<file path="config.mk">
export PLATFORM = sky130hd
export DESIGN_NAME = capacitor_voltage_hysteresis_check
export DESIGN_NICKNAME = d
export VERILOG_FILES = /design/src/hdl/cvhc_pkg.sv /design/src/hdl/capacitor_voltage_hysteresis_check.sv /design/src/hdl/cvhc_front.sv /design/src/hdl/cvhc_fifo.sv /design/src/hdl/cvhc_back.sv
export SDC_FILE = /design/constraint.sdc
export NUM_CORES = 1
export LEC_CHECK = 0
export BUFFER_PORTS_ARGS = -buffer_cell sky130_fd_sc_hd__buf_2
export CAP_MARGIN = 20
export CORE_ASPECT_RATIO = 0.7
export CORE_MARGIN = 8
export CORE_UTILIZATION = 30
export CTS_CLUSTER_DIAMETER = 30
export DETAILED_ROUTE_END_ITERATION = 12
export PLACE_DENSITY = 0.44
export RECOVER_POWER = 25
export SYNTH_ARGS = -nofsm -noshare
export SYNTH_HDL_FRONTEND = slang
export SYNTH_HIERARCHICAL = 1
export SYNTH_SLANG_ARGS = --single-unit
</file>
<file path="constraint.sdc">
create_clock -name clock -period 27.5 [get_ports clock]
set_input_delay 2.75 -clock clock [delete_from_list [all_inputs] [get_ports clock]]
set_output_delay 2.75 -clock clock [all_outputs]
set_load 0.01 [all_outputs]
</file>
<file path="src/hdl/cvhc_pkg.sv">
// ----------------------------------------------------------------------------
// cvhc_pkg
// Types and constants shared by the capacitor voltage hysteresis check.
// ----------------------------------------------------------------------------
`timescale 1ns / 1ps
`default_nettype none

package cvhc_pkg;

   localparam int SAMPLE_W = 12;
   localparam int COEF_W   = 12;
   localparam int MV_W     = 16;
   localparam int WAITS_W  = 8;
   localparam int PROD_W   = SAMPLE_W + COEF_W;

   // floor(p / 500) = floor((p >> 2) / 125); the divide by 125 is a multiply
   // by ceil(2^29 / 125) and a shift, exact for dividends p >> 2 below 2^22.
   localparam int        QUOT_IN_W = PROD_W - 2;
   localparam int        RECIP_W   = 23;
   localparam int        DIV_SHIFT = 29;
   localparam int        DIV_PROD_W = QUOT_IN_W + RECIP_W;
   localparam logic [RECIP_W-1:0] DIV_RECIP = 23'd4294968;

   localparam logic [MV_W-1:0] VOLTAGE_MAX = 16'd33538;

   localparam int QUEUE_DEPTH = 4;
   localparam int QUEUE_AW    = 2;
   localparam int QUEUE_CW    = 3;

   localparam int CSR_INDEX_W = 2;
   localparam int CSR_DATA_W  = 16;
   localparam logic [CSR_INDEX_W-1:0] CSR_MEAS_COEF      = 2'd0;
   localparam logic [CSR_INDEX_W-1:0] CSR_LOW_THRESHOLD  = 2'd1;
   localparam logic [CSR_INDEX_W-1:0] CSR_HIGH_THRESHOLD = 2'd2;
   localparam logic [CSR_INDEX_W-1:0] CSR_MAX_WAITS      = 2'd3;

   localparam logic [COEF_W-1:0]  MEAS_COEF_RESET = 12'd812;
   localparam logic [MV_W-1:0]    LOW_RESET       = 16'd0;
   localparam logic [MV_W-1:0]    HIGH_RESET      = 16'd0;
   localparam logic [WAITS_W-1:0] MAX_WAITS_RESET = 8'd10;

   typedef enum logic [1:0] {
      STATUS_OK        = 2'd0,
      STATUS_WAITING   = 2'd1,
      STATUS_RECOVERED = 2'd2,
      STATUS_TIMEOUT   = 2'd3
   } status_type;

   typedef enum logic {
      HYST_IDLE = 1'b0,
      HYST_WAIT = 1'b1
   } hyst_state_type;

   typedef struct packed {
      logic [MV_W-1:0]    low_mv;
      logic [MV_W-1:0]    high_mv;
      logic [WAITS_W-1:0] max_waits;
   } hyst_cfg_type;

   typedef struct packed {
      logic          push;
      logic          full;
      logic          pop;
      logic          empty;
   } queue_ctl_type;

endpackage

`default_nettype wire

</file>
<file path="src/hdl/capacitor_voltage_hysteresis_check.sv">
// ----------------------------------------------------------------------------
// capacitor_voltage_hysteresis_check
// Storage capacitor voltage measurement with hysteresis on camera power.
// ----------------------------------------------------------------------------
// Usage:
//   Input queue: drive five raw ADC samples with push; a transfer takes place
//   at a rising edge with push high and full low. One item per cycle is
//   taken in steady state while the result side keeps popping.
//   Result queue: while empty is low the oldest result (voltage_mv, status,
//   power_off) sits on the rsp_ ports; pop high at an edge transfers it.
//   Path: an input passes three front stages into the queue, then one back
//   stage into the result register.
//   Throughput: one item per cycle while pop keeps up, set by the front
//   pipeline and the single result register, which refills as it is popped.
//   Stall: while pop stays low the result holds, the four-entry middle queue
//   and then the front stages fill, and full rises.
//   Reset: synchronous; empties every stage and the queue, leaves the check
//   idle with a zero wait count, and loads register defaults (coefficient
//   812, thresholds 0, wait limit 10).
//   Configuration: csr_we writes csr_wdata to register csr_index at an edge;
//   write only while no transfer is in flight.
// ----------------------------------------------------------------------------
`timescale 1ns / 1ps
`default_nettype none

module capacitor_voltage_hysteresis_check (
   input  wire logic                                 clock,
   input  wire logic                                 reset,
   input  wire logic                                 push,
   output logic                                      full,
   input  wire logic [cvhc_pkg::SAMPLE_W-1:0]        req_sample_a,
   input  wire logic [cvhc_pkg::SAMPLE_W-1:0]        req_sample_b,
   input  wire logic [cvhc_pkg::SAMPLE_W-1:0]        req_sample_c,
   input  wire logic [cvhc_pkg::SAMPLE_W-1:0]        req_sample_d,
   input  wire logic [cvhc_pkg::SAMPLE_W-1:0]        req_sample_e,
   output logic                                      empty,
   input  wire logic                                 pop,
   output logic [cvhc_pkg::MV_W-1:0]                 rsp_voltage_mv,
   output logic [1:0]                                rsp_status,
   output logic                                      rsp_power_off,
   input  wire logic                                 csr_we,
   input  wire logic [cvhc_pkg::CSR_INDEX_W-1:0]     csr_index,
   input  wire logic [cvhc_pkg::CSR_DATA_W-1:0]      csr_wdata
);

   // Configuration registers.
   logic [cvhc_pkg::COEF_W-1:0]  coef_ff, coef_in;
   logic [cvhc_pkg::MV_W-1:0]    low_ff, low_in;
   logic [cvhc_pkg::MV_W-1:0]    high_ff, high_in;
   logic [cvhc_pkg::WAITS_W-1:0] max_waits_ff, max_waits_in;
   cvhc_pkg::hyst_cfg_type       hyst_cfg;

   // Middle queue.
   logic                         q_push, q_pop;
   logic [cvhc_pkg::MV_W-1:0]    q_wdata, q_rdata;
   cvhc_pkg::queue_ctl_type      q_ctl;

   // Decode a register write; an index with no register is dropped.
   always_comb begin
      coef_in      = coef_ff;
      low_in       = low_ff;
      high_in      = high_ff;
      max_waits_in = max_waits_ff;
      if (csr_we) begin
         unique case (csr_index)
            cvhc_pkg::CSR_MEAS_COEF:      coef_in      = csr_wdata[cvhc_pkg::COEF_W-1:0];
            cvhc_pkg::CSR_LOW_THRESHOLD:  low_in       = csr_wdata[cvhc_pkg::MV_W-1:0];
            cvhc_pkg::CSR_HIGH_THRESHOLD: high_in      = csr_wdata[cvhc_pkg::MV_W-1:0];
            cvhc_pkg::CSR_MAX_WAITS:      max_waits_in = csr_wdata[cvhc_pkg::WAITS_W-1:0];
            default: begin
            end
         endcase
      end
   end

   always_ff @(posedge clock) begin
      if (reset) begin
         coef_ff      <= cvhc_pkg::MEAS_COEF_RESET;
         low_ff       <= cvhc_pkg::LOW_RESET;
         high_ff      <= cvhc_pkg::HIGH_RESET;
         max_waits_ff <= cvhc_pkg::MAX_WAITS_RESET;
      end else begin
         coef_ff      <= coef_in;
         low_ff       <= low_in;
         high_ff      <= high_in;
         max_waits_ff <= max_waits_in;
      end
   end

   always_comb begin
      hyst_cfg.low_mv    = low_ff;
      hyst_cfg.high_mv   = high_ff;
      hyst_cfg.max_waits = max_waits_ff;
   end

   // Front: median, calibrate, convert to millivolts.
   cvhc_front u_front (
      .clock     (clock),
      .reset     (reset),
      .push      (push),
      .full      (full),
      .sample_a  (req_sample_a),
      .sample_b  (req_sample_b),
      .sample_c  (req_sample_c),
      .sample_d  (req_sample_d),
      .sample_e  (req_sample_e),
      .meas_coef (coef_ff),
      .q_full    (q_ctl.full),
      .q_push    (q_push),
      .q_wdata   (q_wdata)
   );

   // Decouple front and back so each can stall on its own.
   cvhc_fifo u_fifo (
      .clock (clock),
      .reset (reset),
      .push  (q_push),
      .wdata (q_wdata),
      .pop   (q_pop),
      .ctl   (q_ctl),
      .rdata (q_rdata)
   );

   // Back: hysteresis decision and result hold.
   cvhc_back u_back (
      .clock      (clock),
      .reset      (reset),
      .cfg        (hyst_cfg),
      .q_empty    (q_ctl.empty),
      .q_rdata    (q_rdata),
      .q_pop      (q_pop),
      .pop        (pop),
      .empty      (empty),
      .voltage_mv (rsp_voltage_mv),
      .status     (rsp_status),
      .power_off  (rsp_power_off)
   );

endmodule

`default_nettype wire

</file>
<file path="src/hdl/cvhc_front.sv">
// ----------------------------------------------------------------------------
// cvhc_front
// Median of five, calibration multiply and divide by 500 in three stages.
// ----------------------------------------------------------------------------
`timescale 1ns / 1ps
`default_nettype none

module cvhc_front (
   input  wire logic                               clock,
   input  wire logic                               reset,
   input  wire logic                               push,
   output logic                                    full,
   input  wire logic [cvhc_pkg::SAMPLE_W-1:0]      sample_a,
   input  wire logic [cvhc_pkg::SAMPLE_W-1:0]      sample_b,
   input  wire logic [cvhc_pkg::SAMPLE_W-1:0]      sample_c,
   input  wire logic [cvhc_pkg::SAMPLE_W-1:0]      sample_d,
   input  wire logic [cvhc_pkg::SAMPLE_W-1:0]      sample_e,
   input  wire logic [cvhc_pkg::COEF_W-1:0]        meas_coef,
   input  wire logic                               q_full,
   output logic                                    q_push,
   output logic [cvhc_pkg::MV_W-1:0]               q_wdata
);

   localparam int SW = cvhc_pkg::SAMPLE_W;

   // Returns {min, max}.
   function automatic logic [2*SW-1:0] order_pair(input logic [SW-1:0] x,
                                                  input logic [SW-1:0] y);
      if (x > y) begin
         order_pair = {y, x};
      end else begin
         order_pair = {x, y};
      end
   endfunction

   // Nine-comparator sorting network; the middle element is the median.
   function automatic logic [SW-1:0] median5(input logic [SW-1:0] a,
                                             input logic [SW-1:0] b,
                                             input logic [SW-1:0] c,
                                             input logic [SW-1:0] d,
                                             input logic [SW-1:0] e);
      logic [SW-1:0] v0, v1, v2, v3, v4;
      v0 = a; v1 = b; v2 = c; v3 = d; v4 = e;
      {v0, v3} = order_pair(v0, v3);
      {v1, v4} = order_pair(v1, v4);
      {v0, v2} = order_pair(v0, v2);
      {v1, v3} = order_pair(v1, v3);
      {v0, v1} = order_pair(v0, v1);
      {v2, v4} = order_pair(v2, v4);
      {v1, v2} = order_pair(v1, v2);
      {v3, v4} = order_pair(v3, v4);
      {v2, v3} = order_pair(v2, v3);
      median5 = v2;
   endfunction

   logic                                  s1_valid_ff, s1_valid_in;
   logic                                  s2_valid_ff, s2_valid_in;
   logic                                  s3_valid_ff, s3_valid_in;
   logic [SW-1:0]                         s1_med_ff, s1_med_in;
   logic [cvhc_pkg::PROD_W-1:0]           s2_prod_ff, s2_prod_in;
   logic [cvhc_pkg::DIV_PROD_W-1:0]       s3_quot_ff, s3_quot_in;
   logic                                  s1_adv, s2_adv, s3_adv;

   // Each stage advances when it is empty or the stage after it advances.
   assign s3_adv = !s3_valid_ff || !q_full;
   assign s2_adv = !s2_valid_ff || s3_adv;
   assign s1_adv = !s1_valid_ff || s2_adv;
   assign full   = !s1_adv;

   always_comb begin
      s1_valid_in = s1_adv ? push        : s1_valid_ff;
      s2_valid_in = s2_adv ? s1_valid_ff : s2_valid_ff;
      s3_valid_in = s3_adv ? s2_valid_ff : s3_valid_ff;
      s1_med_in   = s1_adv ? median5(sample_a, sample_b, sample_c, sample_d, sample_e)
                           : s1_med_ff;
      s2_prod_in  = s2_adv ? s1_med_ff * meas_coef : s2_prod_ff;
      s3_quot_in  = s3_adv ? s2_prod_ff[cvhc_pkg::PROD_W-1:2] * cvhc_pkg::DIV_RECIP
                           : s3_quot_ff;
   end

   always_ff @(posedge clock) begin
      if (reset) begin
         s1_valid_ff <= 1'b0;
         s2_valid_ff <= 1'b0;
         s3_valid_ff <= 1'b0;
      end else begin
         s1_valid_ff <= s1_valid_in;
         s2_valid_ff <= s2_valid_in;
         s3_valid_ff <= s3_valid_in;
      end
   end

   always_ff @(posedge clock) begin
      s1_med_ff  <= s1_med_in;
      s2_prod_ff <= s2_prod_in;
      s3_quot_ff <= s3_quot_in;
   end

   assign q_push  = s3_valid_ff && !q_full;
   assign q_wdata = s3_quot_ff[cvhc_pkg::DIV_SHIFT +: cvhc_pkg::MV_W];

endmodule

`default_nettype wire

</file>
<file path="src/hdl/cvhc_fifo.sv">
// ----------------------------------------------------------------------------
// cvhc_fifo
// Short queue of millivolt values between the front and back parts.
// ----------------------------------------------------------------------------
`timescale 1ns / 1ps
`default_nettype none

module cvhc_fifo (
   input  wire logic                          clock,
   input  wire logic                          reset,
   input  wire logic                          push,
   input  wire logic [cvhc_pkg::MV_W-1:0]     wdata,
   input  wire logic                          pop,
   output cvhc_pkg::queue_ctl_type            ctl,
   output logic [cvhc_pkg::MV_W-1:0]          rdata
);

   localparam int AW = cvhc_pkg::QUEUE_AW;
   localparam int CW = cvhc_pkg::QUEUE_CW;

   logic [cvhc_pkg::MV_W-1:0] mem_ff [cvhc_pkg::QUEUE_DEPTH];
   logic [AW-1:0]             wr_ptr_ff, wr_ptr_in;
   logic [AW-1:0]             rd_ptr_ff, rd_ptr_in;
   logic [CW-1:0]             count_ff, count_in;
   logic                      do_push, do_pop;

   assign ctl.full  = (count_ff == CW'(cvhc_pkg::QUEUE_DEPTH));
   assign ctl.empty = (count_ff == '0);
   assign ctl.push  = push;
   assign ctl.pop   = pop;
   assign do_push   = push && !ctl.full;
   assign do_pop    = pop && !ctl.empty;
   assign rdata     = mem_ff[rd_ptr_ff];

   always_comb begin
      wr_ptr_in = do_push ? wr_ptr_ff + AW'(1) : wr_ptr_ff;
      rd_ptr_in = do_pop  ? rd_ptr_ff + AW'(1) : rd_ptr_ff;
      count_in  = count_ff + CW'(do_push) - CW'(do_pop);
   end

   always_ff @(posedge clock) begin
      if (reset) begin
         wr_ptr_ff <= '0;
         rd_ptr_ff <= '0;
         count_ff  <= '0;
      end else begin
         wr_ptr_ff <= wr_ptr_in;
         rd_ptr_ff <= rd_ptr_in;
         count_ff  <= count_in;
      end
   end

   always_ff @(posedge clock) begin
      if (do_push) begin
         mem_ff[wr_ptr_ff] <= wdata;
      end
   end

endmodule

`default_nettype wire

</file>
<file path="src/hdl/cvhc_back.sv">
// ----------------------------------------------------------------------------
// cvhc_back
// Hysteresis state machine and result register.
// ----------------------------------------------------------------------------
`timescale 1ns / 1ps
`default_nettype none

module cvhc_back (
   input  wire logic                          clock,
   input  wire logic                          reset,
   input  cvhc_pkg::hyst_cfg_type             cfg,
   input  wire logic                          q_empty,
   input  wire logic [cvhc_pkg::MV_W-1:0]     q_rdata,
   output logic                               q_pop,
   input  wire logic                          pop,
   output logic                               empty,
   output logic [cvhc_pkg::MV_W-1:0]          voltage_mv,
   output logic [1:0]                         status,
   output logic                               power_off
);

   localparam int WW = cvhc_pkg::WAITS_W;

   cvhc_pkg::hyst_state_type state_ff, state_in, state_nx;
   logic [WW-1:0]            count_ff, count_in, count_nx, count_inc;
   logic                     out_valid_ff, out_valid_in;
   logic [cvhc_pkg::MV_W-1:0] mv_ff;
   cvhc_pkg::status_type     status_ff, status_nx;
   logic                     poff_ff, poff_nx;
   logic                     take, below_low, at_high;

   assign take      = !q_empty && (!out_valid_ff || pop);
   assign q_pop     = take;
   assign below_low = q_rdata < cfg.low_mv;
   assign at_high   = q_rdata >= cfg.high_mv;
   assign count_inc = (count_ff == {WW{1'b1}}) ? count_ff : count_ff + WW'(1);

   // Next state and wait count.
   always_comb begin
      state_nx = state_ff;
      count_nx = count_ff;
      unique case (state_ff)
         cvhc_pkg::HYST_IDLE: begin
            if (below_low) begin
               count_nx = '0;
               if (!at_high && cfg.max_waits != '0) begin
                  state_nx = cvhc_pkg::HYST_WAIT;
               end
            end
         end
         cvhc_pkg::HYST_WAIT: begin
            count_nx = count_inc;
            if (at_high || count_inc >= cfg.max_waits) begin
               state_nx = cvhc_pkg::HYST_IDLE;
            end
         end
         default: begin
            state_nx = cvhc_pkg::HYST_IDLE;
         end
      endcase
      state_in = take ? state_nx : state_ff;
      count_in = take ? count_nx : count_ff;
   end

   // Result of the measurement at the queue head.
   always_comb begin
      status_nx = cvhc_pkg::STATUS_OK;
      poff_nx   = 1'b0;
      unique case (state_ff)
         cvhc_pkg::HYST_IDLE: begin
            if (below_low) begin
               poff_nx = 1'b1;
               priority if (at_high) begin
                  status_nx = cvhc_pkg::STATUS_RECOVERED;
               end else if (cfg.max_waits == '0) begin
                  status_nx = cvhc_pkg::STATUS_TIMEOUT;
               end else begin
                  status_nx = cvhc_pkg::STATUS_WAITING;
               end
            end
         end
         cvhc_pkg::HYST_WAIT: begin
            priority if (at_high) begin
               status_nx = cvhc_pkg::STATUS_RECOVERED;
            end else if (count_inc >= cfg.max_waits) begin
               status_nx = cvhc_pkg::STATUS_TIMEOUT;
            end else begin
               status_nx = cvhc_pkg::STATUS_WAITING;
            end
         end
         default: begin
            status_nx = cvhc_pkg::STATUS_OK;
         end
      endcase
   end

   always_comb begin
      out_valid_in = take ? 1'b1 : (out_valid_ff && !pop);
   end

   always_ff @(posedge clock) begin
      if (reset) begin
         state_ff     <= cvhc_pkg::HYST_IDLE;
         count_ff     <= '0;
         out_valid_ff <= 1'b0;
      end else begin
         state_ff     <= state_in;
         count_ff     <= count_in;
         out_valid_ff <= out_valid_in;
      end
   end

   always_ff @(posedge clock) begin
      if (take) begin
         mv_ff     <= q_rdata;
         status_ff <= status_nx;
         poff_ff   <= poff_nx;
      end
   end

   assign empty      = !out_valid_ff;
   assign voltage_mv = mv_ff;
   assign status     = status_ff;
   assign power_off  = poff_ff;

endmodule

`default_nettype wire

</file>
==> metrics <==
status finished, final reports clean; Placer Congestion 0.892; worst hold start u_front/s2_valid_ff; P&R area growth vs syn 12.6%; Congestion Overflow GR 0; CTS tree built; first-pass GRT wire length 101000 um; critical path class in2reg; delay-heaviest family, CP compound AO/OA/AOI/OAI gates; Worst Hold Class reg2reg; share of layout cells above drive strength 1 10.3%; Pre-antenna DRT Iters 5; Max Cap Viol 0; Yosys warning count 6; IO Pins 104; WP data arrival 13.74 ns; Clock Tree Buf Depth 3; via count 16900; Reg2Reg Capture Point u_front/s3_quot_ff[43]; buffers added on ports 103; initial core utilization 30.2%; Final ANT Viol Nets 0; Slowest cell on crit path a21oi_4; antenna violations before repair 2; R2R Setup Slk 19.91 ns; Residual DRC 0; GRT Util Overall 14.6%; post_cts resized 0; normalized max-slew margin 30.4%; worst r2r src u_front/s2_prod_ff[4]; Clk Latency, worst-skew pair 0.52 ns; final setup vio count 0; setup bufs post-CTS 0; Hold Buf Count CTS 0; worst path bufs/invs 6; Final Hold Viols 0; die width 351 um; CP required 27.76 ns; Die Height 251 um; row count 86; Register-to-Register Path Depth 23; Final Cycle Share 49.0%; dpl cells 3508; pin count of the biggest net entering global routing 70; CP Max Fanout 36; root buffer cell clkbuf_16; RSZ-0062 raised after global routing false; routed vias/inst 4.71; setup TNS 0 ns; final cell count without fillers 3581; Max Clk Rate 0.0742 GHz; # fillers 8089; slowest cell delay on critical path 0.84 ns; die area 88200 um2; core area 78300 um2; Worst Slack Setup Final 14.02 ns; Mapped Nets 3077; Worst Setup End Kind flop; layout net count 3163; clock sink count 207; Clk pin slew, worst setup/hold paths 0.05 ns; Slew @ Worst Pin 1.04 ns; Post-Syn Instances 2407; Avg WL per Cell 18.2 um; mapped cell area 23600 um2; DRT Wirelength 65100 um; Num CTS Buffers 37; clk_skew 0.0176 ns; fin crit period 13.48 ns; Avg Cell Area, Syn 9.82 um2; Final Max Tran Viols 0; number of global-route vias before repair 17400; pre-CTS setup slack 13.69 ns; htree depth 2; drt first-iter violations 1107; hpwl dp 54300 um; Hold Path End u_front/s3_valid_ff; critical path launch point type input pin; Hold Path Depth 2
-- placed cells by master (no fill, tap or decap), types with 29 or more instances in the layout --
master and instances:
nand2b_1 75, nand4_1 29, clkbuf_16 39, nor2_1 122, edfxtp_1 133, xnor2_1 29, a21oi_1 133, buf_2 103
nand2_1 165, ha_1 389, and2_1 54, mux2i_1 121, fa_1 198, o21ai_0 43, inv_1 469, dfxtp_1 74
-- worst reg2reg max path: cells and delay by family, from the launching register on --
family / cells / cell delay, ns
AOI/OAI and AO/OA: 12 / 3.13
xor gates and xnor gates: 1 / 0.10
adders and majority gates: 8 / 3.32
buffers and inverters: 2 / 0.17
DFF: 1 / 0.60
-- per-stage QoR --
| step | hold WS [ns] | utilization [%] | cell area [um2] |
|---|---|---|---|
| 6_report | 0.470 | 34.0 | 26600 |
| 5_1_grt | 0.492 | 34.0 | 26600 |
| 4_1_cts | 0.473 | 34.0 | 26600 |
| 3_5_place_dp | 0.465 | 32.2 | 25200 |
| 3_3_place_gp | 0.445 | 32.2 | 25200 |
| 2_1_floorplan | 0.430 | - | 23600 |
-- flip-flops by register name, summed over array words and instances (netlist names), 8 cells and up, named ones only --
name	cells
coef_ff	12
high_ff	16
low_ff	16
max_waits_ff	8
u_back/count_ff	8
u_back/voltage_mv	16
u_fifo/mem_ff	64
u_front/s1_med_ff	12
u_front/s2_prod_ff	22
u_front/s3_quot_ff	16
-- how the worst max path moves through the flow --
stage / cells after the start / start / slack (ns) / end
floorplan: 46 / req_sample_d[1] / 15.04 / u_front/s1_med_ff[10]
global placement: 45 / req_sample_e[5] / 13.93 / u_front/s1_med_ff[11]
detailed placement: 46 / req_sample_e[5] / 13.69 / u_front/s1_med_ff[9]
CTS: 46 / req_sample_e[5] / 14.24 / u_front/s1_med_ff[9]
global route: 49 / req_sample_e[5] / 13.37 / u_front/s1_med_ff[9]
finish: 47 / req_sample_e[5] / 14.02 / u_front/s1_med_ff[10]
-- cell type report --
type / instances / area, um2 / area share [%]
clock buffers: 43 / 1010 / 3.80
flip-flops and latches: 207 / 5480 / 20.6
well taps: 1056 / 1320 / 4.96
repair buffers: 117 / 628 / 2.36
diodes: 4 / 10.0 / 0.0376
clock inverters: 24 / 373 / 1.40
multi-input cells: 1661 / 16000 / 60.3
inverters: 469 / 1760 / 6.61
-- per-layer routing --
metal | part of all wire (%) | vias to the layer above | global-route usage (%) | wire (um)
met1 | 53 | 8212 | 23.3 | 34600
li1 | - | 8286 | - | -
met3 | 5.5 | 57 | 2.08 | 3570
met4 | 1.2 | 0 | 2.31 | 800
met5 | 0 | - | 0 | 0
met2 | 40 | 329 | 20.6 | 26100
Power is not shown: default switching activity piles up to over one toggle a cycle in this logic, so the estimate is an artifact.
